[src/design/fpl_pkg.sv]
// shared constants and types for the four-pole ladder lowpass
// no dependencies
package fpl_pkg;

    localparam int unsigned SAMPLE_W = 16;
    localparam int unsigned WORD_W   = 32;
    localparam int unsigned CUT_W    = 15;
    localparam int unsigned RES_W    = 16;
    localparam int unsigned SHIFT_Q  = 15;

    localparam logic [WORD_W-1:0] SCALE_ONE      = 32'd16383;
    localparam logic [WORD_W-1:0] POLE_PREV_GAIN = 32'h1333;
    localparam logic [WORD_W-1:0] CLIP_GAIN      = 32'h0AAB;
    localparam logic [WORD_W-1:0] F4_GAIN        = 32'h1668;
    localparam logic [WORD_W-1:0] FB_DAMP        = 32'h0999;

    // sequencer steps
    localparam logic [4:0] STEP_F2     = 5'd0;
    localparam logic [4:0] STEP_F2SQ   = 5'd1;
    localparam logic [4:0] STEP_F4     = 5'd2;
    localparam logic [4:0] STEP_DAMP   = 5'd3;
    localparam logic [4:0] STEP_FB     = 5'd4;
    localparam logic [4:0] STEP_FBK    = 5'd5;
    localparam logic [4:0] STEP_GAIN   = 5'd6;
    localparam logic [4:0] STEP_POLE0  = 5'd7;
    localparam logic [4:0] STEP_CLIP0  = 5'd15;
    localparam logic [4:0] STEP_CLIP1  = 5'd16;
    localparam logic [4:0] STEP_LAST   = 5'd17;

    localparam logic REG_CUTOFF = 1'b0;
    localparam logic REG_RES    = 1'b1;

    typedef struct packed {
        logic              start;
        logic [WORD_W-1:0] a;
        logic [WORD_W-1:0] b;
    } t_mul_req;

endpackage

[src/design/fpl_mul.sv]
// bit-serial shift-add multiplier, low 32 bits of the product
// depends on fpl_pkg
module fpl_mul (
    input  logic                          i_clk,
    input  logic                          i_rst_n,
    input  fpl_pkg::t_mul_req             i_req,
    output logic                          o_done,
    output logic [fpl_pkg::WORD_W-1:0]    o_p
);
    logic [fpl_pkg::WORD_W-1:0] r_acc, r_mcand, r_mplier;
    logic [4:0] r_cnt;
    logic       r_busy, r_done;

    always_ff @(posedge i_clk) begin
        if (!i_rst_n) begin
            r_busy <= 1'b0;
            r_done <= 1'b0;
            r_cnt  <= '0;
        end else begin
            r_done <= 1'b0;
            if (i_req.start) begin
                r_busy   <= 1'b1;
                r_cnt    <= '0;
                r_acc    <= '0;
                r_mcand  <= i_req.a;
                r_mplier <= i_req.b;
            end else if (r_busy) begin
                if (r_mplier[0]) r_acc <= r_acc + r_mcand;
                r_mcand  <= {r_mcand[fpl_pkg::WORD_W-2:0], 1'b0};
                r_mplier <= {1'b0, r_mplier[fpl_pkg::WORD_W-1:1]};
                r_cnt    <= r_cnt + 5'd1;
                if (r_cnt == 5'd31) begin
                    r_busy <= 1'b0;
                    r_done <= 1'b1;
                end
            end
        end
    end

    assign o_done = r_done;
    assign o_p    = r_acc;
endmodule

[src/design/fpl_div.sv]
// bit-serial restoring division by 16383, truncating toward zero
// depends on fpl_pkg
module fpl_div (
    input  logic                              i_clk,
    input  logic                              i_rst_n,
    input  logic                              i_start,
    input  logic signed [fpl_pkg::WORD_W-1:0] i_num,
    output logic                              o_done,
    output logic signed [fpl_pkg::WORD_W-1:0] o_q
);
    logic [fpl_pkg::WORD_W-1:0] r_mag;
    logic [13:0] r_rem;
    logic [14:0] trial;
    logic [4:0]  r_cnt;
    logic        r_neg, r_busy, r_done;

    assign trial = {r_rem, r_mag[fpl_pkg::WORD_W-1]};

    always_ff @(posedge i_clk) begin
        if (!i_rst_n) begin
            r_busy <= 1'b0;
            r_done <= 1'b0;
            r_cnt  <= '0;
        end else begin
            r_done <= 1'b0;
            if (i_start) begin
                r_busy <= 1'b1;
                r_cnt  <= '0;
                r_rem  <= '0;
                r_neg  <= i_num[fpl_pkg::WORD_W-1];
                r_mag  <= i_num[fpl_pkg::WORD_W-1] ? (~i_num + 32'd1) : i_num;
            end else if (r_busy) begin
                if (trial >= fpl_pkg::SCALE_ONE[14:0]) begin
                    r_rem <= 14'(trial - fpl_pkg::SCALE_ONE[14:0]);
                    r_mag <= {r_mag[fpl_pkg::WORD_W-2:0], 1'b1};
                end else begin
                    r_rem <= trial[13:0];
                    r_mag <= {r_mag[fpl_pkg::WORD_W-2:0], 1'b0};
                end
                r_cnt <= r_cnt + 5'd1;
                if (r_cnt == 5'd31) begin
                    r_busy <= 1'b0;
                    r_done <= 1'b1;
                end
            end
        end
    end

    assign o_done = r_done;
    assign o_q    = r_neg ? -$signed(r_mag) : $signed(r_mag);
endmodule

[src/design/four_pole_ladder_lowpass_core.sv]
// top level of the four-pole ladder lowpass: apb registers, sequencer, state
// depends on fpl_pkg, fpl_mul, fpl_div
//
// channel   dir  handshake                      payload
// s_axis    in   i_s_axis_tvalid/o_s_axis_tready i_s_axis_tdata: sample_in[15:0]
// m_axis    out  o_m_axis_tvalid/i_m_axis_tready o_m_axis_tdata: sample_out[15:0]
// apb       in   psel/penable/pwrite, pready=1   cutoff_coef @0, resonance @4
//
// one word takes 18 steps on a shared bit-serial multiplier (each step: start,
// the bit steps and the done cycle); 13 of them also run the serial divide by
// 16383, so the time per word is set by the serial units plus the accept and
// output-load cycles, and by any wait for the output register to free up
// reset clears the registers, the pole state and the output register
// a word is taken only while idle; a finished word waits in the output
// register and the next word can already be in work behind it
module four_pole_ladder_lowpass_core (
    input  logic                            i_clk,
    input  logic                            i_rst_n,
    input  logic                            i_s_axis_tvalid,
    output logic                            o_s_axis_tready,
    input  logic [fpl_pkg::SAMPLE_W-1:0]    i_s_axis_tdata,   // sample_in
    output logic                            o_m_axis_tvalid,
    input  logic                            i_m_axis_tready,
    output logic [fpl_pkg::SAMPLE_W-1:0]    o_m_axis_tdata,   // sample_out
    input  logic                            psel,
    input  logic                            penable,
    input  logic                            pwrite,
    input  logic [2:0]                      paddr,
    input  logic [31:0]                     pwdata,
    output logic [31:0]                     prdata,
    output logic                            pready
);
    typedef enum logic [2:0] {
        ST_IDLE, ST_MUL_GO, ST_MUL_WAIT, ST_DIV_WAIT, ST_DONE
    } t_state;

    t_state r_state;
    logic [4:0] r_step;
    logic [fpl_pkg::CUT_W-1:0] r_cut;
    logic [fpl_pkg::RES_W-1:0] r_res;

    // coefficient and scratch words
    logic [31:0] r_f2, r_f4, r_fb, r_t;
    logic signed [31:0] r_x, r_v, r_c;
    logic signed [31:0] r_out [4];
    logic signed [31:0] r_in  [4];

    logic r_out_valid;
    logic [fpl_pkg::SAMPLE_W-1:0] r_out_data;
    logic r_div_start;

    fpl_pkg::t_mul_req mul_req;
    logic        mul_done, div_done;
    logic [31:0] mul_p;
    logic signed [31:0] div_q;
    logic signed [31:0] fi, pole_sum;
    logic [2:0]  pole_off;
    logic [1:0]  k;
    logic        cfg_wr, out_free;

    assign pready = 1'b1;
    assign cfg_wr = psel && penable && pwrite;
    assign prdata = (paddr[2] == fpl_pkg::REG_RES) ? {16'd0, r_res} : {17'd0, r_cut};

    assign fi       = $signed(fpl_pkg::SCALE_ONE) - $signed({17'd0, r_cut});
    assign pole_off = 3'(r_step - fpl_pkg::STEP_POLE0);
    assign k        = pole_off[2:1];
    assign pole_sum = r_v + $signed(r_t) + div_q;
    assign out_free = !r_out_valid || i_m_axis_tready;

    // operand select for the current step
    always_comb begin
        mul_req.start = (r_state == ST_MUL_GO);
        mul_req.a = '0;
        mul_req.b = '0;
        case (r_step)
            fpl_pkg::STEP_F2: begin
                mul_req.a = {17'd0, r_cut};  mul_req.b = {17'd0, r_cut};
            end
            fpl_pkg::STEP_F2SQ: begin
                mul_req.a = r_f2;  mul_req.b = r_f2;
            end
            fpl_pkg::STEP_F4: begin
                mul_req.a = fpl_pkg::F4_GAIN;  mul_req.b = r_t;
            end
            fpl_pkg::STEP_DAMP: begin
                mul_req.a = fpl_pkg::FB_DAMP;  mul_req.b = r_f2;
            end
            fpl_pkg::STEP_FB: begin
                mul_req.a = {16'd0, r_res};  mul_req.b = fpl_pkg::SCALE_ONE - r_t;
            end
            fpl_pkg::STEP_FBK: begin
                mul_req.a = r_out[3];  mul_req.b = r_fb;
            end
            fpl_pkg::STEP_GAIN: begin
                mul_req.a = r_v;  mul_req.b = r_f4;
            end
            fpl_pkg::STEP_CLIP0: begin
                mul_req.a = r_out[3];  mul_req.b = r_out[3];
            end
            fpl_pkg::STEP_CLIP1: begin
                mul_req.a = r_c;  mul_req.b = r_out[3];
            end
            fpl_pkg::STEP_LAST: begin
                mul_req.a = r_c;  mul_req.b = fpl_pkg::CLIP_GAIN;
            end
            default: begin
                // pole steps: even offset takes the previous input, odd the output
                if (pole_off[0]) begin
                    mul_req.a = fi;  mul_req.b = r_out[k];
                end else begin
                    mul_req.a = fpl_pkg::POLE_PREV_GAIN;  mul_req.b = r_in[k];
                end
            end
        endcase
    end

    fpl_mul u_mul (
        .i_clk   (i_clk),
        .i_rst_n (i_rst_n),
        .i_req   (mul_req),
        .o_done  (mul_done),
        .o_p     (mul_p)
    );

    fpl_div u_div (
        .i_clk   (i_clk),
        .i_rst_n (i_rst_n),
        .i_start (r_div_start),
        .i_num   (mul_p),
        .o_done  (div_done),
        .o_q     (div_q)
    );

    always_ff @(posedge i_clk) begin
        if (!i_rst_n) begin
            r_state     <= ST_IDLE;
            r_step      <= '0;
            r_cut       <= '0;
            r_res       <= '0;
            r_out_valid <= 1'b0;
            r_out_data  <= '0;
            r_div_start <= 1'b0;
            for (int i = 0; i < 4; i++) begin
                r_out[i] <= '0;
                r_in[i]  <= '0;
            end
        end else begin
            r_div_start <= 1'b0;
            if (cfg_wr) begin
                if (paddr[2] == fpl_pkg::REG_CUTOFF) r_cut <= pwdata[fpl_pkg::CUT_W-1:0];
                else                                 r_res <= pwdata[fpl_pkg::RES_W-1:0];
            end
            if (r_out_valid && i_m_axis_tready) r_out_valid <= 1'b0;

            case (r_state)
                ST_IDLE: begin
                    if (i_s_axis_tvalid) begin
                        r_x     <= 32'(signed'(i_s_axis_tdata));
                        r_step  <= fpl_pkg::STEP_F2;
                        r_state <= ST_MUL_GO;
                    end
                end
                ST_MUL_GO: r_state <= ST_MUL_WAIT;
                ST_MUL_WAIT: begin
                    if (mul_done) begin
                        if (r_step < fpl_pkg::STEP_FBK) begin
                            // coefficient steps: plain shift by 15
                            case (r_step)
                                fpl_pkg::STEP_F2: r_f2 <= mul_p >> fpl_pkg::SHIFT_Q;
                                fpl_pkg::STEP_F4: r_f4 <= mul_p >> fpl_pkg::SHIFT_Q;
                                fpl_pkg::STEP_FB: r_fb <= mul_p >> fpl_pkg::SHIFT_Q;
                                default:          r_t  <= mul_p >> fpl_pkg::SHIFT_Q;
                            endcase
                            r_step  <= r_step + 5'd1;
                            r_state <= ST_MUL_GO;
                        end else begin
                            r_div_start <= 1'b1;
                            r_state     <= ST_DIV_WAIT;
                        end
                    end
                end
                ST_DIV_WAIT: begin
                    if (div_done) begin
                        r_step  <= r_step + 5'd1;
                        r_state <= ST_MUL_GO;
                        case (r_step)
                            fpl_pkg::STEP_FBK:   r_v <= r_x - div_q;
                            fpl_pkg::STEP_GAIN:  r_v <= div_q;
                            fpl_pkg::STEP_CLIP0: r_c <= div_q;
                            fpl_pkg::STEP_CLIP1: r_c <= div_q;
                            fpl_pkg::STEP_LAST: begin
                                r_out[3] <= r_out[3] - div_q;
                                r_step   <= fpl_pkg::STEP_F2;
                                r_state  <= ST_DONE;
                            end
                            default: begin
                                if (pole_off[0]) begin
                                    // r_v carries the section input along the ladder
                                    r_out[k] <= pole_sum;
                                    r_in[k]  <= r_v;
                                    r_v      <= pole_sum;
                                end else begin
                                    r_t <= 32'(div_q);
                                end
                            end
                        endcase
                    end
                end
                ST_DONE: begin
                    if (out_free) begin
                        r_out_valid <= 1'b1;
                        r_out_data  <= r_out[3][fpl_pkg::SAMPLE_W-1:0];
                        r_state     <= ST_IDLE;
                    end
                end
                default: r_state <= ST_IDLE;
            endcase
        end
    end

    assign o_s_axis_tready = (r_state == ST_IDLE);
    assign o_m_axis_tvalid = r_out_valid;
    assign o_m_axis_tdata  = r_out_data;

`ifndef NO_ASSERTIONS
    a_accept_starts: assert property (@(posedge i_clk) disable iff (!i_rst_n)
        (i_s_axis_tvalid && o_s_axis_tready)
            |=> (r_state == ST_MUL_GO && r_step == fpl_pkg::STEP_F2))
        else $error("accepted word did not start the sequence");
    a_done_loads: assert property (@(posedge i_clk) disable iff (!i_rst_n)
        (r_state == ST_DONE && out_free) |=> (o_m_axis_tvalid && r_state == ST_IDLE))
        else $error("finished word not loaded into output register");
    a_step_range: assert property (@(posedge i_clk) disable iff (!i_rst_n)
        r_step <= fpl_pkg::STEP_LAST)
        else $error("step counter out of range");
    a_units_apart: assert property (@(posedge i_clk) disable iff (!i_rst_n)
        !(mul_done && div_done))
        else $error("multiplier and divider finished together");
`endif
endmodule

[config.mk]
export PLATFORM = sky130hd
export DESIGN_NAME = four_pole_ladder_lowpass_core
export DESIGN_NICKNAME = d
export VERILOG_FILES = /design/src/design/fpl_pkg.sv /design/src/design/fpl_mul.sv /design/src/design/fpl_div.sv /design/src/design/four_pole_ladder_lowpass_core.sv
export SDC_FILE = /design/constraint.sdc
export NUM_CORES = 2
export LEC_CHECK = 0
export BUFFER_PORTS_ARGS = -buffer_cell sky130_fd_sc_hd__buf_2
export CORE_ASPECT_RATIO = 0.7
export CORE_MARGIN = 8
export CORE_UTILIZATION = 35
export DETAILED_ROUTE_END_ITERATION = 10
export PLACE_DENSITY = 0.58
export SYNTH_ARGS = -nofsm -noshare
export SYNTH_HDL_FRONTEND = slang
export SYNTH_SLANG_ARGS = --single-unit
export TNS_END_PERCENT = 10
[constraint.sdc]
create_clock -name i_clk -period 7.52 [get_ports i_clk]
set_clock_uncertainty 0.1 [all_clocks]
set_input_delay 0.376 -clock i_clk [delete_from_list [all_inputs] [get_ports i_clk]]
set_output_delay 0.376 -clock i_clk [all_outputs]
set_load 0.01 [all_outputs]
==> run summary <==
run status: completed
layout net count: 3,756
top-area cell type share of the netlist area: 0.458
# IOs: 109
synthesized cell area: 36,800 um^2
Worst Path Max Fanout: 9
Core Area: 104,000 um^2
RSZ-0062 raised after global routing: no
Peak Freq: 0.153 GHz
IO buf count: 73
area post-placement: 38,900 um^2
Rows: 99
Die Wd: 404 um
Slew Viols, Final: 0
Routed Antenna Nets: 0
Post-synth EDFFs: 562
Mean Syn Cell Area: 10.4 um^2
initial DRC count: 3,883
clk root buf: clkbuf_16
Post-Synth Simple-Gate Area: 0.152
Setup CP Type: flop to flop
Worst Setup Start Kind: flop
adder-cell share of the synthesized area: 0.0534
Regs by FF count: r_in x128, r_out x128
initial antenna violation count: 3
Worst slew margin: 0.206
fin area: 41,400 um^2
Reg2Reg Depth: 19
Sink Count: 633
sequential area share after synthesis: 0.497
Worst setup EP type: flop
Mapped Cells: 3,527
post-synthesis mux area share: 0.0538
largest net degree at the start of global routing: 82
#FFs+latches synth: 633
die area: 116,000 um^2
main combinational cell family by area after synthesis: compound AO/OA/AOI/OAI gates
Initial Utilization: 0.353
Synth Area in XOR/XNOR: 0.0477
Final Hold Fails: 0
final WL: 126,000 um
final worst slack: 976 ps
Crit path arrival time: 6920 ps
measured slew at the worst slew-check pin: 1190 ps
Synth warnings: 0
DP HPWL: 91,000 um
hold crit path type: input port to flop
FFs w/ async S/R, synth: 0
Ant. Diodes: 0
router iterations before antenna repair: 9
fill cell total of the finished layout: 10,200
Leakage: 15.1 nW
CTS tree: built
PD cells: 249 nW/um^2
via/cell ratio: 5.73
Longest Clk Path Bufs: 3
sum of negative setup slack: 0 ps
Tcrit/Tclk final: 0.870
Die Ht: 287 um
WHS Path Cells: 6
synth top area cells: edfxtp_1 46%, nor2_1 4.2%, mux4_2 3.9%
GR Util All Layers: 0.209
Routability Congestion: 0.948
Vias: 28,900
global route overflow: 0
H-tree Lvls: 2
maximum VDD drop: 0.209 mV
max-capacitance violation count: 0
routed len/inst: 25.1 um
Layout area overhead: 12.3%
Setup Fix Bufs, Post-CTS: 0
Period minus WS final: 6540 ps
layout cell share with drive strength beyond 1: 0.109
vias in the first global route: 26,200
setup violators final: 0
CP required: 7890 ps
cts bufs inserted: 61
compound-cell area share of the yosys netlist: 0.154
DP Worst Slack: 1060 ps
Yosys top cell by area: edfxtp_1
CTS clk-pin slew, worst paths: 70 ps
Yosys cell types: 90
first-pass GRT wire length: 182,000 um
Main synth FF type: edfxtp_1
post-route DRC violation count: 0
Clock Latency Late Sink: 700 ps
final timing paths:
| kind | startpoint | end | slack, ps |
|---|---|---|---|
| worst min register to register | o_m_axis_tdata[10] | o_m_axis_tdata[10] | 360 |
| worst min-delay path | i_s_axis_tvalid | r_state[2] | 60 |
| worst max-delay path | u_div.r_mag[0] | r_v[31] | 980 |
| worst max register to register | u_div.r_mag[0] | r_v[31] | 980 |
synthesized netlist by cell type (17+ instances only):
| cell | n |
|---|---|
| o21ai_0 | 185 |
| and2_1 | 121 |
| or4_1 | 21 |
| a21boi_0 | 59 |
| nor3_1 | 60 |
| a22oi_1 | 44 |
| nand2_1 | 367 |
| buf_4 | 19 |
| nor2b_1 | 28 |
| a21o_1 | 31 |
| a31oi_1 | 20 |
| o221ai_1 | 17 |
| edfxtp_1 | 562 |
| nand3_1 | 60 |
| xor2_1 | 93 |
| nand2b_1 | 23 |
| a222oi_1 | 34 |
| mux4_2 | 64 |
| dfxtp_1 | 71 |
| or3_1 | 37 |
| o2111ai_1 | 17 |
| mux2i_1 | 37 |
| xnor2_1 | 99 |
| inv_1 | 154 |
| fa_1 | 35 |
| a221oi_1 | 39 |
| a21oi_1 | 187 |
| nand4_1 | 26 |
| and3_1 | 18 |
| o31ai_1 | 30 |
| clkbuf_1 | 183 |
| nor2_1 | 415 |
| ha_1 | 90 |
| o21a_1 | 25 |
layout by cell type, fill, tap and decap left out, types with 88 or more instances in the layout:
cell,count
a21oi_1,187
and2_1,121
buf_4,88
edfxtp_1,562
ha_1,89
inv_1,152
nand2_1,366
nor2_1,409
o21ai_0,183
xnor2_1,99
xor2_1,92
critical path: stages (launching register included):
cell and delay [ps]:
edfxtp_1 560, inv_1 200, ha_1 210, or3b_2 530, or3_1 530, mux2i_1 250, o211a_1 400, inv_1 290
fa_1 490, ha_1 370, nand3_1 130, nor2_1 110, nand2_1 70, o31ai_1 640, a41oi_1 290, a21o_1 250
mux2i_1 140, o31ai_1 460, o21ai_0 210, o31ai_1 120
area by class of cell:
| cell class | count | area [um^2] | share of cell area |
|---|---|---|---|
| Clock inverter | 41 | 567 | 0.0137 |
| Timing Repair Buffer | 194 | 1360 | 0.0328 |
| Tap cell | 1414 | 1770 | 0.0428 |
| Inverter | 161 | 607 | 0.0147 |
| Sequential cell | 633 | 18300 | 0.442 |
| Multi-Input combinational cell | 2522 | 17200 | 0.415 |
| Clock buffer | 72 | 1600 | 0.0386 |
where the power goes:
group / leakage [nW] / switching [W] / internal (W)
logic: 8.13 / 0.00159 / 0.000895
clock network: 1.06 / 0.00147 / 0.00194
registers: 5.92 / 0.000245 / 0.00415
total: 15.1 / 0.00330 / 0.00698
cell families after synthesis:
| group | Yosys count |
|---|---|
| adder cells (fa/ha/maj) | 139 |
| XOR/XNOR | 196 |
| AO/OA/AOI/OAI | 836 |
| buffers and inverters | 387 |
| other | 2 |
| AND/OR/NAND/NOR | 1218 |
| multiplexers | 116 |
| flip-flops | 633 |
through the flow:
stage               hold WS [ps]  power, W   util  std cells
global placement             352   0.00684  0.373       4891
global route                76.8    0.0107  0.397       5037
floorplan                    351   0.00599      -       3542
finish                      64.4    0.0103  0.397       5037
detailed placement           355   0.00687  0.373       4891
CTS                         22.0    0.0103  0.397       5037
per-layer routing:
layer / share of wire / GRT usage
met1: 0.46 / 0.329
met2: 0.37 / 0.265
met3: 0.15 / 0.0833
met4: 0.013 / 0.0294
met5: 0 / 0
what timing repair did:
item	4_1_cts	5_1_grt
hold buffers	33	0
setup endpoints to repair	0	0
resized for setup	0	0
endpoints found under the hold margin	48	0
(Power assumes the default switching activity.)
